--- config.mk ---
export PLATFORM = sky130hd
export DESIGN_NAME = cad_chain
export DESIGN_NICKNAME = d
export VERILOG_FILES = /design/src/rtl/circular_array_deque_core_defines.svh /design/src/rtl/cad_pkg.sv /design/src/rtl/cad_cell.sv /design/src/rtl/cad_chain.sv
export SDC_FILE = /design/constraint.sdc
export NUM_CORES = 1
export LEC_CHECK = 0
export ABC_AREA = 1
export BUFFER_PORTS_ARGS = -buffer_cell sky130_fd_sc_hd__buf_2
export CAP_MARGIN = 20
export CELL_PAD_IN_SITES_DETAIL_PLACEMENT = 1
export CELL_PAD_IN_SITES_GLOBAL_PLACEMENT = 2
export CORE_ASPECT_RATIO = 1.2
export CORE_MARGIN = 5
export CORE_UTILIZATION = 41
export CTS_BUF_LIST = sky130_fd_sc_hd__clkbuf_16
export CTS_CLUSTER_DIAMETER = 150
export DETAILED_ROUTE_END_ITERATION = 16
export GPL_TIMING_DRIVEN = 0
export PLACE_DENSITY_LB_ADDON = 0.1
export SLEW_MARGIN = 10
export SYNTH_ARGS = -nofsm -noshare
export SYNTH_HDL_FRONTEND = slang
export SYNTH_SLANG_ARGS = --single-unit
--- constraint.sdc ---
create_clock -name clk -period 3.4 [get_ports clk]
set_clock_uncertainty 0.05 [all_clocks]
set_input_delay 0.17 -clock clk [delete_from_list [all_inputs] [get_ports clk]]
set_output_delay 0.17 -clock clk [all_outputs]
set_load 0.02 [all_outputs]
--- src/rtl/circular_array_deque_core_defines.svh ---
// ----------------------------------------------------------------------------
// circular_array_deque_core_defines.svh
// Assertion macros used by the deque core. Each macro expects clk and rst_n
// in scope.
// ----------------------------------------------------------------------------
`ifndef CIRCULAR_ARRAY_DEQUE_CORE_DEFINES_SVH
`define CIRCULAR_ARRAY_DEQUE_CORE_DEFINES_SVH

// Same-cycle implication, disabled while reset is asserted
`define CAD_ASSERT_IMP(label, ante, cons, msg) \
  label: assert property (@(posedge clk) disable iff (!rst_n) (ante) |-> (cons)) \
    else $error(msg);

// Next-cycle implication, disabled while reset is asserted
`define CAD_ASSERT_NEXT(label, ante, cons, msg) \
  label: assert property (@(posedge clk) disable iff (!rst_n) (ante) |=> (cons)) \
    else $error(msg);

`endif

--- src/rtl/cad_pkg.sv ---
// ----------------------------------------------------------------------------
// cad_pkg
// Types and constants shared by the deque cells, chains and top level.
// ----------------------------------------------------------------------------
package cad_pkg;

  localparam int WORD_W   = 32;
  localparam int FUNC_W   = 3;
  localparam int STATUS_W = 2;

  typedef logic [WORD_W-1:0] cad_word_t;

  // Request codes; unused codes behave as peek
  localparam logic [FUNC_W-1:0] FN_PUSH_FRONT = 3'd0;
  localparam logic [FUNC_W-1:0] FN_PUSH_REAR  = 3'd1;
  localparam logic [FUNC_W-1:0] FN_POP_FRONT  = 3'd2;
  localparam logic [FUNC_W-1:0] FN_POP_REAR   = 3'd3;

  // Result status codes
  typedef enum logic [STATUS_W-1:0] {
    ST_DONE  = 2'd0,
    ST_FULL  = 2'd1,
    ST_EMPTY = 2'd2
  } cad_status_t;

  // End word reported for an empty queue
  localparam cad_word_t EMPTY_WORD = '1;

  // Per-cell update select
  typedef enum logic [1:0] {
    CELL_HOLD       = 2'd0,
    CELL_FROM_LEFT  = 2'd1,
    CELL_FROM_RIGHT = 2'd2,
    CELL_LOAD       = 2'd3
  } cad_cell_op_t;

  // Per-chain operation: push shifts in at cell 0, pop shifts toward cell 0,
  // append writes the cell just past the last occupied one
  typedef enum logic [1:0] {
    CHAIN_HOLD   = 2'd0,
    CHAIN_PUSH   = 2'd1,
    CHAIN_POP    = 2'd2,
    CHAIN_APPEND = 2'd3
  } cad_chain_op_t;

  // Operations for both chains, issued by the top level each cycle
  typedef struct packed {
    cad_chain_op_t front;
    cad_chain_op_t rear;
  } cad_ctrl_t;

endpackage

--- src/rtl/cad_cell.sv ---
// ----------------------------------------------------------------------------
// cad_cell
// One storage cell of a deque chain: holds a word, takes it from a neighbor
// or loads the request word.
// ----------------------------------------------------------------------------
module cad_cell import cad_pkg::*; (
  input  logic         clk,
  input  cad_cell_op_t op,
  input  cad_word_t    left_word,
  input  cad_word_t    right_word,
  input  cad_word_t    load_word,
  output cad_word_t    cur_word,
  output cad_word_t    nxt_word
);

  cad_word_t word_r;
  cad_word_t word_nxt;

  // Select the next content
  always_comb begin
    unique case (op)
      CELL_HOLD:       word_nxt = word_r;
      CELL_FROM_LEFT:  word_nxt = left_word;
      CELL_FROM_RIGHT: word_nxt = right_word;
      CELL_LOAD:       word_nxt = load_word;
      default:         word_nxt = word_r;
    endcase
  end

  // Hold the word
  always_ff @(posedge clk) begin
    word_r <= word_nxt;
  end

  assign cur_word = word_r;
  assign nxt_word = word_nxt;

endmodule

--- src/rtl/cad_chain.sv ---
// ----------------------------------------------------------------------------
// cad_chain
// Row of cells holding the queue in order from one end, that end in cell 0.
// Push and pop shift the whole row by one; append writes at the fill count.
// ----------------------------------------------------------------------------
module cad_chain import cad_pkg::*; #(
  parameter int unsigned CELLS = 7,
  parameter int unsigned CNT_W = 3
) (
  input  logic             clk,
  input  cad_chain_op_t    op,
  input  logic [CNT_W-1:0] count,
  input  cad_word_t        push_word,
  output cad_word_t        head_nxt
);

  cad_word_t    cur_word [CELLS];
  cad_word_t    nxt_word [CELLS];
  cad_word_t    left_word [CELLS];
  cad_word_t    right_word [CELLS];
  cad_cell_op_t cell_op [CELLS];

  for (genvar i = 0; i < CELLS; i++) begin : g_cell
    // Wire the neighbors; the request word enters at cell 0
    if (i == 0) begin : g_first
      assign left_word[i] = push_word;
    end else begin : g_inner
      assign left_word[i] = cur_word[i-1];
    end
    if (i == CELLS - 1) begin : g_last
      assign right_word[i] = '0;
    end else begin : g_mid
      assign right_word[i] = cur_word[i+1];
    end

    // Decode the chain operation for this cell
    always_comb begin
      unique case (op)
        CHAIN_HOLD:   cell_op[i] = CELL_HOLD;
        CHAIN_PUSH:   cell_op[i] = CELL_FROM_LEFT;
        CHAIN_POP:    cell_op[i] = CELL_FROM_RIGHT;
        CHAIN_APPEND: cell_op[i] = (count == CNT_W'(i)) ? CELL_LOAD : CELL_HOLD;
        default:      cell_op[i] = CELL_HOLD;
      endcase
    end

    cad_cell u_cell (
      .clk        (clk),
      .op         (cell_op[i]),
      .left_word  (left_word[i]),
      .right_word (right_word[i]),
      .load_word  (push_word),
      .cur_word   (cur_word[i]),
      .nxt_word   (nxt_word[i])
    );
  end

  assign head_nxt = nxt_word[0];

endmodule
==> results of run 1 <==
==> synthesized netlist by cell type <==
| library cell | n |
|---|---|
| clkbuf_1 | 70 |
| clkinv_1 | 1 |
| dfxtp_1 | 32 |
| nand2_1 | 330 |
| buf_2 | 23 |
| nor2_1 | 2 |
| nand4_1 | 32 |
| edfxtp_1 | 192 |
| inv_1 | 8 |
| nor2_2 | 6 |
| buf_1 | 12 |
| nand3_1 | 521 |
==> timing repair <==
item                                   in CTS  in global routing
endpoints found under the hold margin      52                  0
hold buffers                               32                  0
buffers inserted                            0                  0
==> layout by cell type (no fill, tap or decap), types with 6 or more instances in the layout <==
cell type      count
dlygate4sd3_1     32
clkinv_1           9
clkbuf_1          70
clkinv_2           6
inv_1             12
edfxtp_1         192
nor2_2             6
clkbuf_16         27
buf_1             12
nand3_1          515
nand2_1          330
buf_2             92
nand4_1           32
nand3_2            6
dfxtp_1           32
==> final timing paths <==
check | startpoint | endpoint | slack (ns) | cells past startpoint
setup / recovery | op[1] | g_cell[1].u_cell.cur_word[12] | 0.83 | 7
hold / removal | count[1] | g_cell[5].u_cell.cur_word[13] | 0.18 | 4
setup reg to reg | g_cell[4].u_cell.cur_word[16] | g_cell[5].u_cell.cur_word[16] | 2.45 | 2
hold reg to reg | g_cell[0].u_cell.cur_word[30] | g_cell[0].u_cell.cur_word[30] | 0.47 | 2
==> power groups by stage <==
stage | combinational (mW) | clock (mW) | sequential, mW
CTS | 1.07 | 2.79 | 3.59
global placement | 0.968 | 0 | 3.65
detailed placement | 1.03 | 0 | 3.64
global route | 1.17 | 2.92 | 3.63
floorplan | 0.630 | 0 | 3.57
finish | 1.07 | 2.76 | 3.59
==> worst max-delay path: stages <==
cell	delay, ns
buf_2	0.13
nand2_1	0.10
clkinv_1	0.34
nand3_1	0.50
clkbuf_1	0.61
nand3_2	0.56
buf_12	0.36
==> kinds of logic after synthesis <==
logic type             after synthesis  synth area share [%]
buffers and inverters              114                  4.17
flip-flops                         224                  58.5
AND/OR/NAND/NOR                    891                  37.4
==> metrics by stage <==
step                utilization, %  cell area [um2]
global route                  49.5            13000
CTS                           49.5            13000
global placement              44.5            11700
finish                        49.5            13000
detailed placement            45.1            11900
floorplan                        -            11000
==> metal layers <==
| layer | up-vias | routed length [um] |
|---|---|---|
| met3 | 77 | 2590 |
| met4 | 0 | 1060 |
| met2 | 338 | 20500 |
| li1 | 4664 | - |
| met1 | 5088 | 17600 |
| met5 | - | 0 |
==> cell type report <==
class                   count  share of cell area [%]
inverters                   9                   0.259
clock inverters            21                    1.10
repair buffers            107                    6.20
well taps                 335                    3.22
flip-flops and latches    224                    49.2
multi-input cells         891                    31.6
plain buffers             105                    3.25
clock buffers              27                    5.18
==> flow_metrics.env, run 1 <==
export IMPL_end_kind="flip-flop"
export IMPL_pwr_share_seq_pct=48.4
export IMPL_arrival_ns=2.80
export IMPL_tightest_slew_ns=1.08
export IMPL_fin_cells=1719
export IMPL_fmax_ghz=0.389
export IMPL_cts_sinks=224
export IMPL_syn_area_mm2=0.0110
export IMPL_clock_path_buffers=3
export IMPL_grt_max_degree=23
export IMPL_io_pins=70
export IMPL_p_sw_mw=2.09
export IMPL_htree_levels=1
export IMPL_dieArea_mm2=0.0301
export IMPL_ir_drop_v=0.000351
export IMPL_powerDensity_mw_per_mm2=570
export IMPL_drv_cap=0
export IMPL_met2_usage_pct=46.8
export IMPL_dp_slack_ns=0.324
export IMPL_via_per_inst=5.91
export IMPL_crit_type="primary input to flip-flop"
export IMPL_wirelength_um=41800
export IMPL_cts_tree="built"
export IMPL_grtUsageTotal_pct=27.1
export IMPL_power_mw=7.43
export IMPL_worst_slack_ns=0.829
export IMPL_n_antenna_cell=0
export IMPL_finalHoldViolations=0
export IMPL_critPathLaunchType="primary input"
export IMPL_fp_dieH_um=189
export IMPL_ctsResizeCount=0
export IMPL_period_needed_ns=2.57
export IMPL_ys_seq_area_share_pct=58.5
export IMPL_hp_class="primary input to flip-flop"
export IMPL_syn_nets=1267
export IMPL_post_drt_wl_per_cell_um=24.3
export IMPL_cts_root_buffer="clkbuf_16"
export IMPL_drc=0
export IMPL_post_route_period_util_pct=75.6
export IMPL_gp_congestion=0.840
export IMPL_die_width_um=159
export IMPL_hpwl_um=30200
export IMPL_grt_pass1_vias=10500
export IMPL_yosysTopAreaCell="edfxtp_1"
export IMPL_use_met3_pct=3.42
export IMPL_largest_reg_flops=224
export IMPL_portBuffers=69
export IMPL_finalNetCount=1403
export IMPL_seq_area_mm2=0.00641
export IMPL_ant_nets=0
export IMPL_drt_first_iter_violations=734
export IMPL_multi_input_area_mm2=0.00412
export IMPL_clk_pin_slew_ns=0.06
export IMPL_fill_cells=3154
export IMPL_yosysWarnings=0
export IMPL_whs_ns=0.176
export IMPL_tns_ns=0
export IMPL_core_area_mm2=0.0264
export IMPL_synth_area_leaders="edfxtp_1, nand3_1, nand2_1"
export IMPL_drv_slew=0
export IMPL_pwr_share_comb_pct=14.4
export IMPL_grt_pass1_wl_um=63800
export IMPL_worstPathMaxFanout=22
export IMPL_swShare_pct=28.2
export IMPL_place_inst=1639
export IMPL_yosysTopAreaCellShare_pct=52.6
export IMPL_setup_violations=0
export IMPL_synth_avg_cell_area_um2=8.91
export IMPL_clockPowerShare_pct=37.2
export IMPL_cts_buffers_inserted=27
export IMPL_antenna_found_initial=0
export IMPL_syn2layout_area_growth_pct=19.0
export IMPL_p_int_mw=5.34
export IMPL_netlist_instances=1229
export IMPL_timing_slew_headroom_pct=28.1
export IMPL_via_count=10200
export IMPL_grt_overflow=0
export IMPL_drtPass1Iterations=5
export IMPL_drive_gt1_share_pct=10.5
export IMPL_crit_required_ns=3.62
export IMPL_status="complete, no violations"
export IMPL_rsz0062_at_grt="false"
export IMPL_grt_busiest_layer="met2"
export IMPL_worstSkewPairLatency_ns=0.53
export IMPL_initial_utilization_pct=41.6
export IMPL_rows=65
export IMPL_use_met1_pct=36.0
export IMPL_yosys_register_bits=224
export IMPL_p_leak_nw=5.23
export IMPL_synth_distinct_cells=12
No activity file was read; power rests on OpenSTA's default activity.
==> run 2, diff against run 1 <==
--- a/config.mk
+++ b/config.mk
@@ -5,14 +5,14 @@
 export SDC_FILE = /design/constraint.sdc
 export NUM_CORES = 1
 export LEC_CHECK = 0
-export ABC_AREA = 1
+export ABC_AREA = 0
 export BUFFER_PORTS_ARGS = -buffer_cell sky130_fd_sc_hd__buf_2
 export CAP_MARGIN = 20
 export CELL_PAD_IN_SITES_DETAIL_PLACEMENT = 1
 export CELL_PAD_IN_SITES_GLOBAL_PLACEMENT = 2
 export CORE_ASPECT_RATIO = 1.2
 export CORE_MARGIN = 5
-export CORE_UTILIZATION = 41
+export CORE_UTILIZATION = 39
 export CTS_BUF_LIST = sky130_fd_sc_hd__clkbuf_16
 export CTS_CLUSTER_DIAMETER = 150
 export DETAILED_ROUTE_END_ITERATION = 16
==> constraint.sdc (replaced) <==
create_clock -name clk -period 2.36 [get_ports clk]
set_clock_uncertainty 0.05 [all_clocks]
set_input_delay 0.118 -clock clk [delete_from_list [all_inputs] [get_ports clk]]
set_output_delay 0.118 -clock clk [all_outputs]
set_load 0.02 [all_outputs]
==> run 2 against run 1 <==
  * Cell count is 26% lower
  * Sequential share of layout area is 1.3 points higher
  * Utilization is 2.4 points lower
  * Combinational power is 56% higher
  * Register-to-register slack worse by 1.3 ns
  * Critical path type unchanged
  * Via count is 22% lower
  * Synthesized cell count is 36% lower
  * Power is 39% higher
  * Synthesized area is 2.9% lower
  * Final area is 2.6% lower
  * First-iteration DRC count is 4.2% lower
==> flow_metrics.env, run 2 <==
export IMPL_largest_reg_flops=224
export IMPL_drv_cap=0
export IMPL_cpPeakStageDelay_ns=0.55
export IMPL_syn_area_mm2=0.0106
export IMPL_tns_ns=0
export IMPL_fin_cells=1276
export IMPL_setup_violations=0
export IMPL_wl_met1_um=15900
export IMPL_synth_distinct_cells=30
export IMPL_synthAdderAreaFrac_pct=0
export IMPL_crit_chain="buf_2 -> nand3_1 -> nor3_2 -> buf_2 -> nand2b_2 -> buf_16"
export IMPL_cts_tree="built"
export IMPL_grt_max_degree=19
export IMPL_crit_required_ns=2.54
export IMPL_whs_ns=0.0883
export IMPL_wirelength_um=36800
export IMPL_rows=66
export IMPL_synth_most_common_cell="edfxtp_1"
export IMPL_crit_top_cell="buf_2"
export IMPL_end_kind="flip-flop"
export IMPL_period_needed_ns=2.12
export IMPL_arrival_ns=2.30
export IMPL_grt_overflow=0
export IMPL_cts_buffers_inserted=25
export IMPL_via_per_inst=6.24
export IMPL_drt_first_iter_violations=703
export IMPL_route_met3_wl_um=2280
export IMPL_layout_common_cells="edfxtp_1, a221o_1, and2_1"
export IMPL_fmax_ghz=0.471
export IMPL_synth_mux_area_fraction_pct=3.01
export IMPL_portBuffers=66
export IMPL_die_width_um=161
export IMPL_fin_util_pct=47.0
export IMPL_yosysTopAreaCellShare_pct=54.2
export IMPL_ys_seq_area_share_pct=60.2
export IMPL_final_cell_area_mm2=0.0127
export IMPL_ir_drop_v=0.000648
export IMPL_ant_nets=0
export IMPL_synth_area_leaders="edfxtp_1, a221o_1, and2_1"
export IMPL_synth_commonest_cells="edfxtp_1, a221o_1, and2_1, buf_2, nor2_1"
export IMPL_synth_top_family_by_area="compound AO/OA/AOI/OAI gates"
export IMPL_powerDensity_mw_per_mm2=816
export IMPL_post_route_period_util_pct=90.0
export IMPL_clk_pin_slew_ns=0.06
export IMPL_crit_type="primary input to flip-flop"
export IMPL_fp_dieH_um=191
export IMPL_finalNetCount=956
export IMPL_grt_pass1_wl_um=54800
export IMPL_dieArea_mm2=0.0307
export IMPL_syn2layout_area_growth_pct=19.3
export IMPL_slowest_stage="nand2b_2"
export IMPL_final_common_cell="edfxtp_1"
export IMPL_drc=0
export IMPL_n_antenna_cell=0
export IMPL_synth_compound_area_share_pct=21.5
export IMPL_yosysWarnings=0
export IMPL_timing_slew_headroom_pct=44.2
export IMPL_tightest_slew_ns=0.838
export IMPL_worstSkewPairLatency_ns=0.53
export IMPL_grt_pass1_vias=8562
export IMPL_status="complete, no violations"
export IMPL_power_mw=10.4
export IMPL_dpl_instance_area_mm2=0.0117
export IMPL_synth_xor_area_share_pct=0
export IMPL_cts_sinks=224
export IMPL_synthSimpleGateAreaFrac_pct=12.1
export IMPL_rsz0062_at_grt="false"
export IMPL_hpwl_um=23800
export IMPL_worst_slack_ns=0.236
export IMPL_finalHoldViolations=0
export IMPL_syn_nets=823
export IMPL_antenna_found_initial=0
export IMPL_core_area_mm2=0.0270
export IMPL_gp_congestion=0.806
export IMPL_initial_utilization_pct=39.4
export IMPL_critPathLaunchType="primary input"
export IMPL_synth_edf_count=192
export IMPL_worstPathMaxFanout=18
export IMPL_p_leak_nw=4.83
export IMPL_dp_slack_ns=-0.561
export IMPL_htree_levels=1
export IMPL_topRoutingLayerUsed="met4"
export IMPL_clock_path_buffers=3
export IMPL_grtUsageTotal_pct=23.2
export IMPL_post_drt_wl_per_cell_um=28.8
export IMPL_hp_class="primary input to flip-flop"
export IMPL_yosys_register_bits=224
export IMPL_io_pins=70
export IMPL_dr_wl_met2_um=17400
export IMPL_drv_slew=0
export IMPL_async_flop_share_pct=0
export IMPL_netlist_instances=785
export IMPL_drtPass1Iterations=7
export IMPL_via_count=7966
export IMPL_yosysTopAreaCell="edfxtp_1"
export IMPL_place_inst=1199
export IMPL_synth_avg_cell_area_um2=13.6
export IMPL_synth_flop_cell="edfxtp_1"
export IMPL_cts_root_buffer="clkbuf_16"
export IMPL_drive_gt1_share_pct=17.2
==> run 2: cell types whose count changed after synthesis, moves of 11 or more <==
cell and delta:
nand3_1 -518, nand2_1 -326, a221o_1 +190, and2_1 +159
clkbuf_1 -45, nor2_1 +39, a22o_1 +32, mux2i_1 +32
nand4_1 -32, buf_2 +20, buf_1 -11
==> run 2: report_power, final <==
part / leakage, nW / internal, mW / switching (mW)
logic: 2.27 / 0.746 / 0.925
registers: 2.18 / 4.91 / 0.258
clock network: 0.385 / 1.91 / 1.61
total: 4.83 / 7.57 / 2.79
==> run 2: path summary, 6_finish.rpt <==
| kind | from | end | slack [ns] | cells past startpoint |
|---|---|---|---|---|
| worst max-delay path | count[2] | g_cell[4].u_cell.cur_word[17] | 0.24 | 6 |
| worst min-delay path | count[0] | g_cell[0].u_cell.cur_word[30] | 0.09 | 4 |
| worst max register to register | g_cell[4].u_cell.cur_word[16] | g_cell[3].u_cell.cur_word[16] | 1.20 | 2 |
| worst min register to register | g_cell[0].u_cell.cur_word[8] | g_cell[0].u_cell.cur_word[8] | 0.49 | 1 |
==> run 2: routing by layer <==
layer | up-vias | GRT usage [%]
li1 | 3473 | -
met1 | 4090 | 31.2
met2 | 338 | 39.1
met3 | 65 | 3.04
met4 | 0 | 7.71
met5 | - | 0
==> run 2: cell families after synthesis <==
kind of cell	Yosys count
buffers and inverters	73
AOI/OAI and AO/OA	236
and+or+nand+nor	220
DFF	224
muxes	32
==> run 2: worst max-delay path, delay by kind of cell <==
kind,cells,cell delay (ns)
and+or+nand+nor,3,1.31
buffers and inverters,3,0.85
==> run 2: area by class of cell <==
cell class,count,area (um2)
timing repair buffer,106,863
sequential,224,6410
clock inverter,20,85.1
multi-input combinational,488,3960
clock buffer,25,626
buffer,71,328
inverter,2,7.51
tap,340,425
fill,2756,14300
==> run 2: repair_timing <==
item                                    CTS  global route
buffers inserted                          0             0
hold buffers                             32             0
endpoints found under the setup margin    0            18
endpoints found under the hold margin   223             0
gates resized for setup                   0             1
